==> config.mk <==
export PLATFORM = sky130hd
export DESIGN_NAME = vgc_cell_map
export DESIGN_NICKNAME = d
export VERILOG_FILES = /design/src/rtl/core/vgc_pkg.sv /design/src/rtl/core/vgc_cell_map.sv
export SDC_FILE = /design/constraint.sdc
export NUM_CORES = 1
export LEC_CHECK = 0
export ABC_AREA = 1
export BUFFER_PORTS_ARGS = -buffer_cell sky130_fd_sc_hd__clkbuf_2
export CAP_MARGIN = 20
export CORE_MARGIN = 10
export CORE_UTILIZATION = 60
export CTS_BUF_LIST = sky130_fd_sc_hd__clkbuf_16
export CTS_CLUSTER_SIZE = 25
export DETAILED_ROUTE_END_ITERATION = 10
export GPL_TIMING_DRIVEN = 0
export PLACE_DENSITY = 0.8
export SETUP_SLACK_MARGIN = 0.05
export SYNTH_ARGS = -nofsm -noshare
export SYNTH_HDL_FRONTEND = slang
export SYNTH_SLANG_ARGS = --single-unit
==> constraint.sdc <==
create_clock -name clk -period 8.5 [get_ports clk]
set_input_delay 0.425 -clock clk [delete_from_list [all_inputs] [get_ports clk]]
set_output_delay 0.425 -clock clk [all_outputs]
set_load 0.05 [all_outputs]
==> src/rtl/core/vgc_pkg.sv <==
package vgc_pkg;

  localparam int MAX_VERTS = 4096;
  localparam int MAX_CELLS = 4096;
  localparam int MAX_GRID  = 1024;
  localparam int COORD_W   = 16;
  localparam int IDX_W     = 12;
  localparam int CNT_W     = 13;
  localparam int AXIS_W    = 10;
  localparam int KEY_W     = 3 * AXIS_W;
  localparam int SUM_W     = 29;
  localparam int INV_W     = 26;
  localparam int GRID_W    = 11;
  localparam int CFG_IDX_W = 3;

  localparam logic [1:0] CMD_VERTEX = 2'd0;
  localparam logic [1:0] CMD_TRI    = 2'd1;
  localparam logic [1:0] CMD_READ   = 2'd2;
  localparam logic [1:0] CMD_CLEAR  = 2'd3;

  localparam logic [1:0] KIND_TRI   = 2'd0;
  localparam logic [1:0] KIND_CEN   = 2'd1;
  localparam logic [1:0] KIND_ERR   = 2'd2;

  localparam logic [1:0] ERR_NONE   = 2'd0;
  localparam logic [1:0] ERR_FULL   = 2'd1;
  localparam logic [1:0] ERR_RANGE  = 2'd2;

  localparam logic [CFG_IDX_W-1:0] REG_GRID  = 3'd0;
  localparam logic [CFG_IDX_W-1:0] REG_MIN_X = 3'd1;
  localparam logic [CFG_IDX_W-1:0] REG_MIN_Y = 3'd2;
  localparam logic [CFG_IDX_W-1:0] REG_MIN_Z = 3'd3;
  localparam logic [CFG_IDX_W-1:0] REG_INV_X = 3'd4;
  localparam logic [CFG_IDX_W-1:0] REG_INV_Y = 3'd5;
  localparam logic [CFG_IDX_W-1:0] REG_INV_Z = 3'd6;

  typedef struct packed {
    logic [1:0]              cmd;
    logic signed [COORD_W-1:0] pos_x;
    logic signed [COORD_W-1:0] pos_y;
    logic signed [COORD_W-1:0] pos_z;
    logic [IDX_W-1:0]        corner_a;
    logic [IDX_W-1:0]        corner_b;
    logic [IDX_W-1:0]        corner_c;
    logic [IDX_W-1:0]        cell_number;
  } in_t;

  typedef struct packed {
    logic [1:0]              kind;
    logic [IDX_W-1:0]        new_a;
    logic [IDX_W-1:0]        new_b;
    logic [IDX_W-1:0]        new_c;
    logic signed [COORD_W-1:0] cen_x;
    logic signed [COORD_W-1:0] cen_y;
    logic signed [COORD_W-1:0] cen_z;
    logic [CNT_W-1:0]        cells_used;
    logic [1:0]              error_code;
  } out_t;

  typedef struct packed {
    logic [CNT_W-1:0]        cnt;
    logic signed [SUM_W-1:0] sx;
    logic signed [SUM_W-1:0] sy;
    logic signed [SUM_W-1:0] sz;
  } cell_t;

endpackage

==> src/rtl/core/vgc_cell_map.sv <==
module vgc_cell_map (
  input  logic                            clk,
  input  logic                            rst_n,
  input  logic                            start,
  input  logic signed [vgc_pkg::COORD_W-1:0] pos [3],
  input  logic signed [vgc_pkg::COORD_W-1:0] mins [3],
  input  logic [vgc_pkg::INV_W-1:0]       invs [3],
  input  logic [vgc_pkg::GRID_W-1:0]      grid_size,
  output logic                            done,
  output logic [vgc_pkg::KEY_W-1:0]       key
);
  import vgc_pkg::*;

  logic signed [COORD_W:0] d_r [3];
  logic [INV_W-1:0]        inv_r [3];
  logic [AXIS_W-1:0]       nm1_r, nm1;
  logic [1:0]              ax_r, ax_nxt;
  logic                    busy_r, busy_nxt, ph_r, ph_nxt, done_r, done_nxt;
  logic signed [COORD_W+INV_W+1:0] prod_r;
  logic signed [INV_W:0]   iv;
  logic [COORD_W+INV_W-16:0] q;
  logic [AXIS_W-1:0]       cell_idx;
  logic [KEY_W-1:0]        key_r;

  always_comb begin
    if (grid_size == '0) begin
      nm1 = '0;
    end else if (grid_size > GRID_W'(MAX_GRID)) begin
      nm1 = AXIS_W'(MAX_GRID - 1);
    end else begin
      nm1 = AXIS_W'(grid_size - 1'b1);
    end
    iv = signed'({1'b0, inv_r[ax_r]});
    q  = prod_r[COORD_W+INV_W:16];
    if (prod_r[COORD_W+INV_W+1]) begin
      cell_idx = '0;
    end else if (q > {{(COORD_W+INV_W-15-AXIS_W){1'b0}}, nm1_r}) begin
      cell_idx = nm1_r;
    end else begin
      cell_idx = q[AXIS_W-1:0];
    end
    busy_nxt = busy_r;
    ph_nxt   = ph_r;
    ax_nxt   = ax_r;
    done_nxt = 1'b0;
    if (start) begin
      busy_nxt = 1'b1;
      ph_nxt   = 1'b0;
      ax_nxt   = 2'd0;
    end else if (busy_r) begin
      ph_nxt = ~ph_r;
      if (ph_r) begin
        if (ax_r == 2'd2) begin
          busy_nxt = 1'b0;
          done_nxt = 1'b1;
        end else begin
          ax_nxt = ax_r + 2'd1;
        end
      end
    end
  end

  always_ff @(posedge clk) begin
    if (!rst_n) begin
      busy_r <= 1'b0;
      ph_r   <= 1'b0;
      ax_r   <= 2'd0;
      done_r <= 1'b0;
    end else begin
      busy_r <= busy_nxt;
      ph_r   <= ph_nxt;
      ax_r   <= ax_nxt;
      done_r <= done_nxt;
    end
  end

  always_ff @(posedge clk) begin
    if (start) begin
      for (int i = 0; i < 3; i++) begin
        d_r[i]   <= (COORD_W+1)'(pos[i]) - (COORD_W+1)'(mins[i]);
        inv_r[i] <= invs[i];
      end
      nm1_r <= nm1;
    end
    if (busy_r && !ph_r) begin
      prod_r <= d_r[ax_r] * iv;
    end
    if (busy_r && ph_r) begin
      key_r <= {key_r[KEY_W-AXIS_W-1:0], cell_idx};
    end
  end

  assign done = done_r;
  assign key  = key_r;

endmodule

==> impl_metrics.csv <==
group,metric,value,unit
run_status,outcome,"completed",
synth,synth_ff_type,"edfxtp_1",
die,dieArea,49800,um^2
placed_design,gp_congestion,0.986,
timing,skew,18.9,ps
clock_tree,clock_latency,550,ps
synth,yosys.area.top_type,"fa_1",
global_route,antenna_found_initial,0,
setup_path,worst_ep_required_time,8790,ps
clock_tree,cts_sinks,204,
detailed_routing,via_per_inst,5.57,
die,initial_core_util,0.607,
clock_tree,root_buffer,"clkbuf_16",
die,row_count,74,
finish,final_layout_size_suffix_gt1_frac,0.141,
finish,final_nets,3731,
timing,finalSetupViolCount,0,
die,die_y,223,um
timing,hold_viol,0,
hold_path,hp-class,"in2reg",
clock_tree,ctsHoldBuffers,0,
global_route,grt_pass1_wl,111000,um
die,core,40800,um^2
global_route,grt_max_degree,84,
detailed_routing,final_antenna_net_count,0,
synth,syn_inst,2734,
placed_design,dpl.hpwl,58900,um
synth,synth_area_leaders,"fa_1, edfxtp_1, ha_1",
synth,syn_nets,3485,
clock_tree,clockBufferDepth,3,
global_route,track_usage,0.281,
detailed_routing,drc,0,
setup_path,crit_fanout,10,
detailed_routing,drt_iter0_drc,1704,
placed_design,io_buffers,218,
synth,synthesis.area,24800,um^2
timing,period_share,0.947,
synth,synthArstFlopShare,0,
synth,synth_top_area_frac,0.292,
run,drv_cap,0,
detailed_routing,via_count,19600,
timing,rsz0062_at_grt,"false",
finish,area_growth,10.2,%
die,ios,219,
setup_path,endpoint_kind,"register",
timing,setup_tns,0,ps
setup_path,cp_data_arrival_time,8340,ps
clock_tree,post_cts_resized,0,
finish,antenna_cells,0,
synth,syn_avg_cell_area,9.06,um^2
clock_tree,htreeDepth,1,
clock_tree,cts-buffers-inserted,23,
setup_path,cp-start-kind,"register",
synth,synth_cell_type_count,48,
detailed_routing,drtPass1Iterations,6,
timing,post-route-min-period,8050,ps
timing,max_slew_margin,0.205,
setup_path,worstSetupPathType,"reg2reg",
global_route,grt_pass1_vias,20700,
synth,synth-seq-area-share,0.244,
timing,worstMarginPinSlew,1180,ps
detailed_routing,avgRoutedWirePerCell,19.9,um
clock_tree,cts_tree,"yes",
global_route,grt-ovfl-total,0,
synth,ys_ff_latch,204,
synth,synth_edf_count,197,
detailed_routing,route.final.wire_length,70100,um
timing,clock.fmax,124,MHz
timing,slew_viol_final,0,
clock_tree,post_cts_buffers,0,
synth,yosys_warnings,0,
clock_tree,path_clk_slew,60,ps
die,die_w,223,um
==> per-layer routing <==
layer	vias to the layer above	wire, um	GRT usage
li1	8919	-	-
met1	9495	26400	0.340
met2	1044	33500	0.472
met3	186	6770	0.0662
met4	0	3380	0.122
met5	-	0	0
==> area by class of cell <==
| cell class | instances | area [um^2] |
|---|---|---|
| Fill cell | 3245 | 13500 |
| Inverter | 656 | 2470 |
| Sequential cell | 204 | 6060 |
| Multi-Input combinational cell | 1815 | 15900 |
| Tap cell | 532 | 666 |
| Clock inverter | 19 | 114 |
| Timing Repair Buffer | 221 | 1170 |
| Clock buffer | 23 | 576 |
| Buffer | 59 | 337 |
==> registers in the layout (all words and copies together), names as in the netlist, named ones only <==
register  cells
nm1_r        10
d_r          51
busy_r        1
ph_r          1
prod_r       28
key          30
ax_r          2
done          1
inv_r        78
==> cell usage in the layout (no fill, tap or decap), types with 9 or more instances in the layout <==
master	n
inv_1	638
nand2_1	404
fa_1	361
nor2_1	328
clkbuf_2	218
ha_1	202
edfxtp_1	197
a21oi_1	99
o21ai_0	70
or2_2	46
xor2_1	46
o211ai_1	44
nand3_1	38
buf_2	34
o21ai_2	32
xnor2_1	23
clkbuf_16	23
inv_2	20
a31oi_1	13
nor4_1	12
buf_4	11
o21bai_1	11
nor3_1	11
o21ai_1	10
a21o_1	10
nand4_1	9
==> Yosys cell counts, types with 3 or more instances <==
| master | instances |
|---|---|
| nand3_1 | 38 |
| fa_1 | 361 |
| edfxtp_1 | 197 |
| or2_2 | 46 |
| ha_1 | 202 |
| nand4_1 | 9 |
| nand2_1 | 404 |
| a21o_1 | 10 |
| buf_6 | 4 |
| nand2_2 | 8 |
| buf_2 | 34 |
| dfxtp_1 | 7 |
| nor4_1 | 12 |
| o21ai_2 | 32 |
| buf_4 | 11 |
| clkbuf_1 | 7 |
| nor2_1 | 329 |
| inv_2 | 20 |
| a21oi_2 | 3 |
| o21ai_1 | 10 |
| a21oi_1 | 99 |
| o21bai_1 | 11 |
| nor3_1 | 11 |
| a31oi_1 | 13 |
| xor2_1 | 46 |
| a211oi_1 | 5 |
| inv_1 | 634 |
| o211ai_1 | 44 |
| xnor2_1 | 23 |
| a21boi_0 | 8 |
| o21ai_0 | 70 |
==> worst max-delay path, stage by stage, from the launching register on <==
cell and delay (ps):
dfxtp_1 330, inv_2 110, buf_6 170, buf_6 140, buf_2 230, o21ai_0 960
buf_2 420, nand2_1 120, fa_1 560, inv_1 50, fa_1 460, fa_1 500
fa_1 510, fa_1 530, inv_1 60, fa_1 480, inv_1 50, ha_1 340
a21oi_1 290, a21boi_0 540, o21ai_0 180, a21oi_1 150, nand2_1 190, a21oi_1 240
inv_1 70, nand2_1 60, nand2_1 50
==> final timing paths <==
kind,start,end,slack [ps],cells past startpoint
min,invs[44],inv_r[1][18],50,1
max,register,prod_r[43],450,26
max reg2reg,register,prod_r[43],450,26
min reg2reg,key[13],key[23],440,0
==> per-stage QoR <==
stage               instance area [um^2]  utilization  instances  hold WS, ps  worst slack, ps
global placement                   26500        0.650       3484          431              790
CTS                                27300        0.668       3528         35.5              740
finish                             27300        0.669       3529         50.0              453
detailed placement                 26600        0.651       3486          435              780
floorplan                          24800            -       2734          447             2500
global route                       27300        0.669       3529         36.8              343
==> cells by family after synthesis <==
family,after synthesis,synth area share
AO/OA/AOI/OAI,311,0.0777
flip-flops,204,0.244
adder cells (fa/ha/maj),563,0.394
buffers and inverters,715,0.113
AND/OR/NAND/NOR,872,0.147
XOR/XNOR,69,0.0244
Power is left out: the tool's default activity adds up to more than one toggle a clock period on the data nets, which glitch-free logic cannot reach.
