`src/rtl/core/vgc_pkg.sv`:
```
package vgc_pkg;

  localparam int MAX_VERTS = 4096;
  localparam int MAX_CELLS = 4096;
  localparam int MAX_GRID  = 1024;
  localparam int COORD_W   = 16;
  localparam int IDX_W     = 12;
  localparam int CNT_W     = 13;
  localparam int AXIS_W    = 10;
  localparam int KEY_W     = 3 * AXIS_W;
  localparam int SUM_W     = 29;
  localparam int INV_W     = 26;
  localparam int GRID_W    = 11;
  localparam int CFG_IDX_W = 3;

  localparam logic [1:0] CMD_VERTEX = 2'd0;
  localparam logic [1:0] CMD_TRI    = 2'd1;
  localparam logic [1:0] CMD_READ   = 2'd2;
  localparam logic [1:0] CMD_CLEAR  = 2'd3;

  localparam logic [1:0] KIND_TRI   = 2'd0;
  localparam logic [1:0] KIND_CEN   = 2'd1;
  localparam logic [1:0] KIND_ERR   = 2'd2;

  localparam logic [1:0] ERR_NONE   = 2'd0;
  localparam logic [1:0] ERR_FULL   = 2'd1;
  localparam logic [1:0] ERR_RANGE  = 2'd2;

  localparam logic [CFG_IDX_W-1:0] REG_GRID  = 3'd0;
  localparam logic [CFG_IDX_W-1:0] REG_MIN_X = 3'd1;
  localparam logic [CFG_IDX_W-1:0] REG_MIN_Y = 3'd2;
  localparam logic [CFG_IDX_W-1:0] REG_MIN_Z = 3'd3;
  localparam logic [CFG_IDX_W-1:0] REG_INV_X = 3'd4;
  localparam logic [CFG_IDX_W-1:0] REG_INV_Y = 3'd5;
  localparam logic [CFG_IDX_W-1:0] REG_INV_Z = 3'd6;

  typedef struct packed {
    logic [1:0]              cmd;
    logic signed [COORD_W-1:0] pos_x;
    logic signed [COORD_W-1:0] pos_y;
    logic signed [COORD_W-1:0] pos_z;
    logic [IDX_W-1:0]        corner_a;
    logic [IDX_W-1:0]        corner_b;
    logic [IDX_W-1:0]        corner_c;
    logic [IDX_W-1:0]        cell_number;
  } in_t;

  typedef struct packed {
    logic [1:0]              kind;
    logic [IDX_W-1:0]        new_a;
    logic [IDX_W-1:0]        new_b;
    logic [IDX_W-1:0]        new_c;
    logic signed [COORD_W-1:0] cen_x;
    logic signed [COORD_W-1:0] cen_y;
    logic signed [COORD_W-1:0] cen_z;
    logic [CNT_W-1:0]        cells_used;
    logic [1:0]              error_code;
  } out_t;

  typedef struct packed {
    logic [CNT_W-1:0]        cnt;
    logic signed [SUM_W-1:0] sx;
    logic signed [SUM_W-1:0] sy;
    logic signed [SUM_W-1:0] sz;
  } cell_t;

endpackage

```
`src/rtl/core/vgc_div.sv`:
```
module vgc_div (
  input  logic                              clk,
  input  logic                              rst_n,
  input  logic                              start,
  input  logic signed [vgc_pkg::SUM_W-1:0]  dividend,
  input  logic [vgc_pkg::CNT_W-1:0]         divisor,
  output logic                              done,
  output logic signed [vgc_pkg::COORD_W-1:0] quotient
);
  import vgc_pkg::*;

  localparam int STEP_W = $clog2(SUM_W + 1);

  logic [SUM_W-1:0]  q_r;
  logic [CNT_W-1:0]  rem_r, dv_r;
  logic [STEP_W-1:0] step_r, step_nxt;
  logic              busy_r, busy_nxt, done_r, done_nxt, neg_r;
  logic [CNT_W:0]    trial;
  logic              ge;
  logic [SUM_W-1:0]  qs;

  always_comb begin
    trial = {rem_r, q_r[SUM_W-1]};
    ge    = trial >= {1'b0, dv_r};
    busy_nxt = busy_r;
    step_nxt = step_r;
    done_nxt = 1'b0;
    if (start) begin
      busy_nxt = 1'b1;
      step_nxt = '0;
    end else if (busy_r) begin
      step_nxt = step_r + 1'b1;
      if (step_r == STEP_W'(SUM_W - 1)) begin
        busy_nxt = 1'b0;
        done_nxt = 1'b1;
      end
    end
    qs = neg_r ? (~q_r + 1'b1) : q_r;
  end

  always_ff @(posedge clk) begin
    if (!rst_n) begin
      busy_r <= 1'b0;
      done_r <= 1'b0;
      step_r <= '0;
    end else begin
      busy_r <= busy_nxt;
      done_r <= done_nxt;
      step_r <= step_nxt;
    end
  end

  always_ff @(posedge clk) begin
    if (start) begin
      neg_r <= dividend[SUM_W-1];
      q_r   <= dividend[SUM_W-1] ? (~dividend + 1'b1) : dividend;
      rem_r <= '0;
      dv_r  <= (divisor == '0) ? CNT_W'(1) : divisor;
    end else if (busy_r) begin
      q_r   <= {q_r[SUM_W-2:0], ge};
      rem_r <= ge ? CNT_W'(trial - {1'b0, dv_r}) : trial[CNT_W-1:0];
    end
  end

  assign done     = done_r;
  assign quotient = qs[COORD_W-1:0];

endmodule
```
`config.mk`:
```
export PLATFORM = sky130hd
export DESIGN_NAME = vgc_div
export DESIGN_NICKNAME = d
export VERILOG_FILES = /design/src/rtl/core/vgc_pkg.sv /design/src/rtl/core/vgc_div.sv
export SDC_FILE = /design/constraint.sdc
export NUM_CORES = 1
export LEC_CHECK = 0
export BUFFER_PORTS_ARGS = -buffer_cell sky130_fd_sc_hd__buf_4
export CAP_MARGIN = 20
export CORE_ASPECT_RATIO = 1.75
export CORE_UTILIZATION = 50
export CTS_BUF_LIST = sky130_fd_sc_hd__clkbuf_16
export DETAILED_ROUTE_END_ITERATION = 6
export PLACE_DENSITY = 0.76
export SYNTH_ARGS = -nofsm -noshare
export SYNTH_HDL_FRONTEND = slang
export SYNTH_SLANG_ARGS = --single-unit
```
`constraint.sdc`:
```
create_clock -name clk -period 2.7 [get_ports clk]
set_clock_uncertainty 0.15 [all_clocks]
set_input_delay 0.135 -clock clk [delete_from_list [all_inputs] [get_ports clk]]
set_output_delay 0.135 -clock clk [all_outputs]
set_load 0.02 [all_outputs]
```
==> impl_metrics.yaml, run 1 <==
global_routing:
  grt_max_degree: 49
  grtUsageTotal_pct: 23.3
  grt_pass1_vias: 3396
  grt_first_pass_wirelength_mm: 15.3
  antenna_found_initial: 0
  globalRouteOverflowTotal: 0
yosys:
  ys_seq_area_share_pct: 41.9
  synth_cell_types: 47
  syn-instance-count: 440
  synth_edf_count: 43
  ys.flop_type: "edfxtp_1"
  yosys_register_bits: 63
  netlist_top_cells_area: "edfxtp_1 (32%), dfxtp_1 (9.9%), xor2_1 (6.3%), ha_1 (5.3%), xnor2_1 (5.2%)"
  synth_area_per_cell_um2: 9.18
  ys_warn_count: 0
  netlist.area_leader.share_pct: 32.0
  netlist_area_um2: 4040
  syn-num-nets: 503
  async_flop_share_pct: 0
  synth_area_leader_cell: "edfxtp_1"
cells_and_area:
  fin_util_pct: 63.7
  final_common_cell: "buf_4"
  layout.cells.non_filler: 601
  antennaDiodeCount: 0
  syn_to_final_growth_pct: 23.9
  fill_cells: 673
  nets: 569
  final_cell_mix: "buf_4 (71), nor2_1 (44), edfxtp_1 (43)"
  drive_gt1_share_pct: 20.5
die:
  die_w_um: 69.9
  core_area_um2: 7860
  start_util_pct: 51.4
  die_h_um: 121
  rows: 43
  ios: 62
  die_area_um2: 8450
hold_path:
  hold_path.class: "in2reg"
clock_tree:
  clock-sinks: 63
  cts-root-buf: "clkbuf_16"
  numCtsBuffers: 9
  clockBufferDepth: 2
  cts.clk_slew.worst_paths_ns: 0.05
  clk_latency_ns: 0.33
  cts_max_level: 3
  cts_tree: "built"
timing:
  hold_viol: 0
  finalSetupViolations: 0
  rsz0062_at_grt: "yes"
  fmaxAchievable_mhz: 379
  tightest_slew_ns: 0.531
  period_needed_ns: 2.64
  slew_headroom_pct: 64.6
  finalCritPeriodShare_pct: 97.8
  drv_slew: 0
place:
  io_buffers: 61
  routabilityCongestion: 0.867
  dpl.hpwl_mm: 6.99
  placed_cells: 569
pwr:
  powerDensity_nw_per_um2: 588
  p_leak_nw: 2.02
  ir_drop_uv: 406
drt:
  first_pass_iters: 5
  drt_iter0_markers: 223
  drt-total-wl_mm: 9.42
  vias: 3415
  wl_per_cell_um: 15.7
  viasPerCell: 5.68
  drc: 0
  ant_nets: 0
critical_path:
  end_kind: "output pin"
  cp_max_fo: 4
  critPathArrivalTime_ns: 2.36
  worst_ep_required_time_ns: 2.41
  worst_setup_path_start_kind: "flip-flop"
  path_class: "reg2out"
job:
  drv_cap: 0
status:
  status: "finished clean"
-- cells in the mapped netlist, types with 2 or more instances --
| library cell | number |
|---|---|
| o41ai_1 | 4 |
| nor4_1 | 4 |
| nor2_1 | 45 |
| a21o_1 | 4 |
| clkbuf_1 | 24 |
| nand4_1 | 3 |
| o211ai_1 | 3 |
| ha_1 | 17 |
| nor2b_1 | 2 |
| o31ai_1 | 12 |
| nand2_1 | 31 |
| a31oi_1 | 5 |
| a211oi_1 | 9 |
| or3_1 | 6 |
| o21ai_0 | 23 |
| inv_1 | 28 |
| nor3_1 | 11 |
| buf_2 | 3 |
| o21ai_1 | 3 |
| dfxtp_1 | 20 |
| or4_4 | 2 |
| a21oi_1 | 35 |
| nand3_1 | 6 |
| edfxtp_1 | 43 |
| xor2_1 | 29 |
| mux2_2 | 6 |
| nand4b_1 | 2 |
| xnor2_1 | 24 |
| buf_1 | 2 |
| or4_1 | 3 |
| mux2i_1 | 6 |
| a21boi_0 | 3 |
| nand2b_1 | 8 |
-- path summary, 6_finish.rpt --
check | start | end | slack, ns | cells after the start
setup / recovery | q_r[1]$_DFFE_PP_ | quotient[12] | 0.06 | 9
hold / removal | dividend[4] | q_r[4]$_DFFE_PP_ | 0.06 | 3
setup reg to reg | q_r[28]$_DFFE_PP_ | rem_r[5]$_SDFFE_PP0P_ | 0.15 | 12
hold reg to reg | rem_r[12]$_SDFFE_PP0P_ | rem_r[12]$_SDFFE_PP0P_ | 0.34 | 2
-- state kept, by name, summed over array words and instances (netlist names) --
| name | count |
|---|---|
| rem_r | 13 |
| q_r | 29 |
| dv_r | 13 |
| step_r | 5 |
| busy_r | 1 |
| neg_r | 1 |
| done | 1 |
-- power by group --
part / leakage (nW) / total, W / internal (W) / switching (W)
logic: 1.28 / 0.000734 / 0.000336 / 0.000398
registers: 0.586 / 0.00121 / 0.00114 / 0.0000733
clock network: 0.145 / 0.000995 / 0.000599 / 0.000395
-- stage by stage --
step	setup slack, ns	area (µm²)	total power, W	setup TNS [ns]	hold WS [ns]
floorplan	0.319	4040	0.00166	0	0.0839
global placement	0.149	4550	0.00190	0	0.175
detailed placement	0.0182	4550	0.00192	0	0.176
CTS	0.0190	4940	0.00294	0	0.0468
global route	-0.0403	5000	0.00307	-0.0930	0.0608
finish	0.0584	5000	0.00294	0	0.0572
-- repair_timing --
action | CTS | global route
pin swaps | 0 | 8
endpoints found under the setup margin | 7 | 13
cloned | 0 | 0
hold buffers | 14 | 0
setup buffers | 0 | 2
hold endpoints to repair | 14 | 0
gates resized for setup | 2 | 14
-- worst max-delay path, stage by stage (launching register included) --
cell,delay (ns)
edfxtp_1,0.44
inv_1,0.10
ha_2,0.17
nand2b_1,0.07
or4_4,0.46
nor2_4,0.10
nand2_2,0.09
o31ai_4,0.26
xnor2_1,0.16
buf_4,0.17
-- cells by family after synthesis --
kind of cell               count (synthesis)  synth area share, %
and+or+nand+nor                          129                 15.5
xor gates and xnor gates                  53                 11.5
AOI/OAI and AO/OA                        107                 16.6
muxes                                     12                 3.16
DFF                                       63                 41.9
adders and majority gates                 18                 5.76
buffers and inverters                     58                 5.58
-- layer usage --
layer  part of all wire [%]  global-route usage (%)  wire, µm  up-vias
li1                       -                       -         -     1689
met1                     38                    24.2      3580     1603
met2                     55                    43.3      5190      100
met3                    3.7                    4.15       349       23
met4                    3.2                    13.1       304        0
met5                      0                       0         0        -
-- cell type report --
cell class / instances / area [µm²] / share of cell area [%]
Timing Repair Buffer: 85 / 673 / 13.5
Clock buffer: 9 / 225 / 4.50
Tap cell: 90 / 113 / 2.25
Multi-Input combinational cell: 319 / 2170 / 43.3
Sequential cell: 63 / 1690 / 33.8
Clock inverter: 7 / 27.5 / 0.550
Inverter: 28 / 105 / 2.10
Note: power is estimated with default switching activity, not from simulation.
==> run 2, diff against run 1 <==
--- a/config.mk
+++ b/config.mk
@@ -11,6 +11,7 @@
 export CORE_UTILIZATION = 50
 export CTS_BUF_LIST = sky130_fd_sc_hd__clkbuf_16
 export DETAILED_ROUTE_END_ITERATION = 6
+export GPL_ROUTABILITY_DRIVEN = 0
 export PLACE_DENSITY = 0.76
 export SYNTH_ARGS = -nofsm -noshare
 export SYNTH_HDL_FRONTEND = slang
==> constraint.sdc (replaced) <==
create_clock -name clk -period 2.7 [get_ports clk]
set_clock_uncertainty 0.15 [all_clocks]
set_input_delay 0.135 -clock clk [delete_from_list [all_inputs] [get_ports clk]]
set_output_delay 0.135 -clock clk [all_outputs]
set_load 0.005 [all_outputs]
==> impl_metrics.yaml, run 2 (synthesis gave the netlist of run 1 again) <==
place:
  dpl.hpwl_mm: 6.99
  placed_cells: 569
  io_buffers: 61
drt:
  viasPerCell: 5.65
  wl_per_cell_um: 15.7
  drt-total-wl_mm: 9.45
  vias: 3396
  drc: 0
  drt_iter0_markers: 202
  ant_nets: 0
  first_pass_iters: 4
die:
  ios: 62
  die_w_um: 69.9
  rows: 43
  start_util_pct: 51.4
  core_area_um2: 7860
  die_h_um: 121
  die_area_um2: 8450
hold_path:
  hold_path.class: "in2reg"
critical_path:
  worst_setup_path_start_kind: "flip-flop"
  crit_chain: "inv_1, ha_1, nand2b_1, or4_4, nor2_1, nand2_1, o31ai_2, xnor2_1, buf_4"
  cp_max_fo: 4
  critPathSlowestCell: "edfxtp_1"
  end_kind: "output pin"
  slowest_delay_ns: 0.44
  worst_ep_required_time_ns: 2.41
  path_class: "reg2out"
  critPathArrivalTime_ns: 2.28
timing:
  holdWs_ns: 0.0570
  rsz0062_at_grt: "yes"
  fin_tns_setup_ns: 0
  finalCritPeriodShare_pct: 95.1
  fmaxAchievable_mhz: 389
  period_needed_ns: 2.57
  finalSetupViolations: 0
  slew_headroom_pct: 64.6
  hold_viol: 0
  drv_slew: 0
  tightest_slew_ns: 0.532
job:
  drv_cap: 0
clock_tree:
  cts.clk_slew.worst_paths_ns: 0.05
  clockBufferDepth: 2
  cts_tree: "built"
  clock-sinks: 63
  numCtsBuffers: 9
  clk_latency_ns: 0.33
  cts-root-buf: "clkbuf_16"
  cts_max_level: 3
global_routing:
  grtUsageTotal_pct: 23.3
  antenna_found_initial: 0
  grt_max_degree: 49
  grt_pass1_vias: 3396
  globalRouteOverflowTotal: 0
  grt_first_pass_wirelength_mm: 15.3
cells_and_area:
  drive_gt1_share_pct: 20.0
  layout.cells.non_filler: 601
  final_cell_mix: "buf_4 (69), nor2_1 (45), edfxtp_1 (43)"
  final_common_cell: "buf_4"
  largest_reg_flops: 29
  top_regs: "q_r: 29 flops, dv_r: 13 flops, rem_r: 13 flops"
  syn_to_final_growth_pct: 23.6
  nets: 569
  antennaDiodeCount: 0
  fin_util_pct: 63.5
  top_register: "q_r"
status:
  status: "finished clean"
pwr:
  powerDensity_nw_per_um2: 577
  p_leak_nw: 2.02
  ir_drop_uv: 388
## run 2: cell counts in the layout (fill, tap and decap cells not counted)
Identical to the previous run, type by type.
## run 2: final cells by class
class,count,area (µm²)
clock inverter,7,27.5
tap,90,113
fill,676,2870
clock buffer,9,225
inverter,28,105
sequential,63,1690
multi-input combinational,319,2150
timing repair buffer,85,681
## run 2: worst paths after layout
check,from,to,slack (ns),depth (start not counted)
hold reg to reg,rem_r[12]$_SDFFE_PP0P_,rem_r[12]$_SDFFE_PP0P_,0.34,2
setup reg to reg,rem_r[0]$_SDFFE_PP0P_,rem_r[11]$_SDFFE_PP0P_,0.15,8
hold / removal,dividend[4],q_r[4]$_DFFE_PP_,0.06,3
setup / recovery,q_r[1]$_DFFE_PP_,quotient[12],0.13,9
## run 2: worst max-delay path, delay by kind of cell (launching register included)
| family | cells | cell delay (ns) |
|---|---|---|
| AO/OA/AOI/OAI | 1 | 0.23 |
| XOR/XNOR | 1 | 0.17 |
| adder cells (fa/ha/maj) | 1 | 0.16 |
| buffers and inverters | 2 | 0.24 |
| flip-flops | 1 | 0.44 |
| AND/OR/NAND/NOR | 4 | 0.71 |
## run 2: stage by stage
step | power [W] | instance area (µm²) | setup WS [ns]
global placement | 0.00185 | 4550 | 0.149
finish | 0.00288 | 4990 | 0.131
detailed placement | 0.00186 | 4550 | 0.0182
floorplan | 0.00160 | 4040 | 0.319
CTS | 0.00288 | 4940 | 0.0416
global route | 0.00301 | 4990 | -0.00870
## run 2: routing by layer
| layer | global-route usage, % | up-vias | routed length (µm) |
|---|---|---|---|
| met2 | 43.3 | 84 | 5180 |
| met5 | 0 | - | 0 |
| li1 | - | 1686 | - |
| met3 | 4.15 | 23 | 311 |
| met4 | 13.1 | 0 | 309 |
| met1 | 24.2 | 1603 | 3650 |
## run 2: timing repair
item                                    in CTS  in global routing
endpoints found under the hold margin       14                  0
hold buffers                                14                  0
gates resized for setup                      2                 11
pin swaps                                    0                  6
endpoints found under the setup margin       7                 13
buffers inserted                             0                  2
## run 2: report_power, final
group / total [W] / internal (W) / switching, W / leakage (nW)
Clock: 0.000991 / 0.000599 / 0.000392 / 0.145
Combinational: 0.000681 / 0.000335 / 0.000346 / 1.29
Sequential: 0.00121 / 0.00114 / 0.0000716 / 0.586
==> run 3, diff against run 2 <==
--- a/config.mk
+++ b/config.mk
@@ -5,6 +5,7 @@
 export SDC_FILE = /design/constraint.sdc
 export NUM_CORES = 1
 export LEC_CHECK = 0
+export ABC_AREA = 1
 export BUFFER_PORTS_ARGS = -buffer_cell sky130_fd_sc_hd__buf_4
 export CAP_MARGIN = 20
 export CORE_ASPECT_RATIO = 1.75
@@ -12,7 +13,7 @@
 export CTS_BUF_LIST = sky130_fd_sc_hd__clkbuf_16
 export DETAILED_ROUTE_END_ITERATION = 6
 export GPL_ROUTABILITY_DRIVEN = 0
-export PLACE_DENSITY = 0.76
+export PLACE_DENSITY = 0.75
 export SYNTH_ARGS = -nofsm -noshare
 export SYNTH_HDL_FRONTEND = slang
 export SYNTH_SLANG_ARGS = --single-unit
==> impl_metrics.yaml, run 3 <==
status:
  status: "finished clean"
critical_path:
  path_class: "reg2reg"
  crit_chain: "nor2_1, inv_1, buf_4, o211a_1, dlygate4sd3_1"
  worst-path-buf-inv: 3
  cp_max_fo: 30
  slowest_delay_ns: 0.81
  critPathArrivalTime_ns: 2.60
  end_kind: "flip-flop"
  worst_r2r_path_depth: 5
  crit_cells: 5
  critPathTopFamily: "buffers and inverters"
  worst_ep_required_time_ns: 2.77
  critPathSlowestCell: "nor2_1"
  worst_setup_path_start_kind: "flip-flop"
place:
  pre_cts_ws_ns: 0.549
  io_buffers: 61
  dpl.hpwl_mm: 9.55
cells_and_area:
  fin_util_pct: 62.8
  final_cell_mix: "nand2_1 (192), inv_1 (106), buf_4 (67)"
  nets: 803
  syn_to_final_growth_pct: 21.4
  top_register: "q_r"
  final_common_cell: "nand2_1"
  largest_reg_flops: 29
  antennaDiodeCount: 0
  drive_gt1_share_pct: 14.5
  top_regs: "q_r: 29 flops, dv_r: 13 flops, rem_r: 13 flops"
timing:
  period_needed_ns: 2.53
  tightest_slew_ns: 1.03
  slew_headroom_pct: 30.9
  fin_tns_setup_ns: 0
  fmaxAchievable_mhz: 395
  postLayoutSetupSlackWorst_ns: 0.171
  finalSetupViolations: 0
  drv_slew: 0
  rsz0062_at_grt: "no"
  finalCritPeriodShare_pct: 93.7
  hold_viol: 0
  holdWs_ns: 0.0338
yosys:
  synth_most_common_cell: "nand2_1"
  synth_edf_count: 43
  ys_warn_count: 0
  synth_area_leader_cell: "edfxtp_1"
  netlist.area_leader.share_pct: 27.4
  netlist_area_um2: 4700
  netlist_top_cells_area: "edfxtp_1 (27%), nand2_1 (15%), dfxtp_1 (8.5%), inv_1 (8.5%), nand3_1 (6.7%)"
  synth_cell_types: 44
  async_flop_share_pct: 0
  syn-num-nets: 740
  syn-instance-count: 677
  ys.flop_type: "edfxtp_1"
  yosys_register_bits: 63
  ys_seq_area_share_pct: 36.0
  synth_area_per_cell_um2: 6.95
  synth_commonest_cells: "nand2_1 (192), inv_1 (106), nand3_1 (63), nor2_1 (59), edfxtp_1 (43)"
drt:
  vias: 4627
  first_pass_iters: 5
  drt-total-wl_mm: 12.5
  wl_per_cell_um: 14.5
  drc: 0
  viasPerCell: 5.35
  drt_iter0_markers: 318
  ant_nets: 0
clock_tree:
  cts-root-buf: "clkbuf_16"
  cts_max_level: 3
  cts.hold.buffers_added: 15
  cts.clk_slew.worst_paths_ns: 0.06
  post_cts_buffers: 0
  clk_latency_ns: 0.33
  numCtsBuffers: 9
  cts_tree: "built"
  clock-sinks: 63
  cts-resized-gates: 0
  clockBufferDepth: 2
global_routing:
  grt_first_pass_wirelength_mm: 20.6
  grt_max_degree: 38
  globalRouteOverflowTotal: 0
  antenna_found_initial: 0
  grt_pass1_vias: 4565
  grtUsageTotal_pct: 27.9
pwr:
  switching_share_pct: 26.2
  seq_power_share_pct: 38.6
  p_int_w: 0.00223
  p_sw_w: 0.000793
  combPwrFrac_pct: 18.5
  powerDensity_nw_per_um2: 529
  p_leak_nw: 2.85
  p_clk_share_pct: 42.9
  ir_drop_uv: 337
hold_path:
  min_path_cells: 3
  hold_path.class: "in2reg"
job:
  drv_cap: 0
die:
  core_area_um2: 9090
  rows: 46
  start_util_pct: 51.7
  ios: 62
  die_h_um: 130
  die_w_um: 75.3
  die_area_um2: 9820
-- run 3: power groups by stage --
stage	Sequential, W	Combinational (W)	Clock [W]
floorplan	0.00117	0.000323	0
global placement	0.00118	0.000524	0
detailed placement	0.00118	0.000536	0
CTS	0.00116	0.000558	0.00131
global route	0.00117	0.000622	0.00136
finish	0.00117	0.000559	0.00129
-- run 3: stage by stage --
| stage | power (W) | area, µm² | cells |
|---|---|---|---|
| after global routing | 0.00315 | 5710 | 865 |
| after floorplan | 0.00149 | 4700 | 677 |
| final | 0.00302 | 5710 | 865 |
| after global placement | 0.00170 | 5220 | 834 |
| after detailed placement | 0.00172 | 5220 | 834 |
| after CTS | 0.00303 | 5710 | 865 |
-- run 3: worst reg2reg max path: cells and delay by family (launching register included) --
| family | cells | cell delay, ns |
|---|---|---|
| simple gates | 1 | 0.81 |
| flops | 1 | 0.36 |
| compound gates | 1 | 0.16 |
| buf+inv | 3 | 0.94 |
-- run 3: cell type report --
type / count / area [µm²]
clock buffers: 10 / 250
repair buffers: 82 / 653
fillers: 869 / 3380
well taps: 120 / 150
clock inverters: 6 / 91.3
multi-input cells: 471 / 2450
inverters: 113 / 424
flip-flops and latches: 63 / 1690
-- run 3: cells by family after synthesis --
kind of cell               count (synthesis)  share of synthesized area, %
adders and majority gates                 18                          4.95
AOI/OAI and AO/OA                         49                          6.04
buffers and inverters                    143                          11.9
and+or+nand+nor                          373                          35.3
DFF                                       63                          36.0
xor gates and xnor gates                  31                          5.77
-- run 3: worst paths after layout --
path	start	endpoint	slack, ns
setup reg to reg	busy_r$_SDFF_PN0_	busy_r$_SDFF_PN0_	0.17
hold reg to reg	rem_r[11]$_SDFFE_PP0P_	rem_r[11]$_SDFFE_PP0P_	0.33
hold / removal	dividend[0]	q_r[0]$_DFFE_PP_	0.03
setup / recovery	busy_r$_SDFF_PN0_	busy_r$_SDFF_PN0_	0.17
-- run 3: layer usage --
layer | GRT usage [%] | vias to the layer above | share of wire [%]
met3 | 5.87 | 59 | 5.2
met5 | 0 | - | 0
li1 | - | 2289 | -
met2 | 51.1 | 190 | 53
met4 | 16.4 | 0 | 5.6
met1 | 28.0 | 2089 | 36
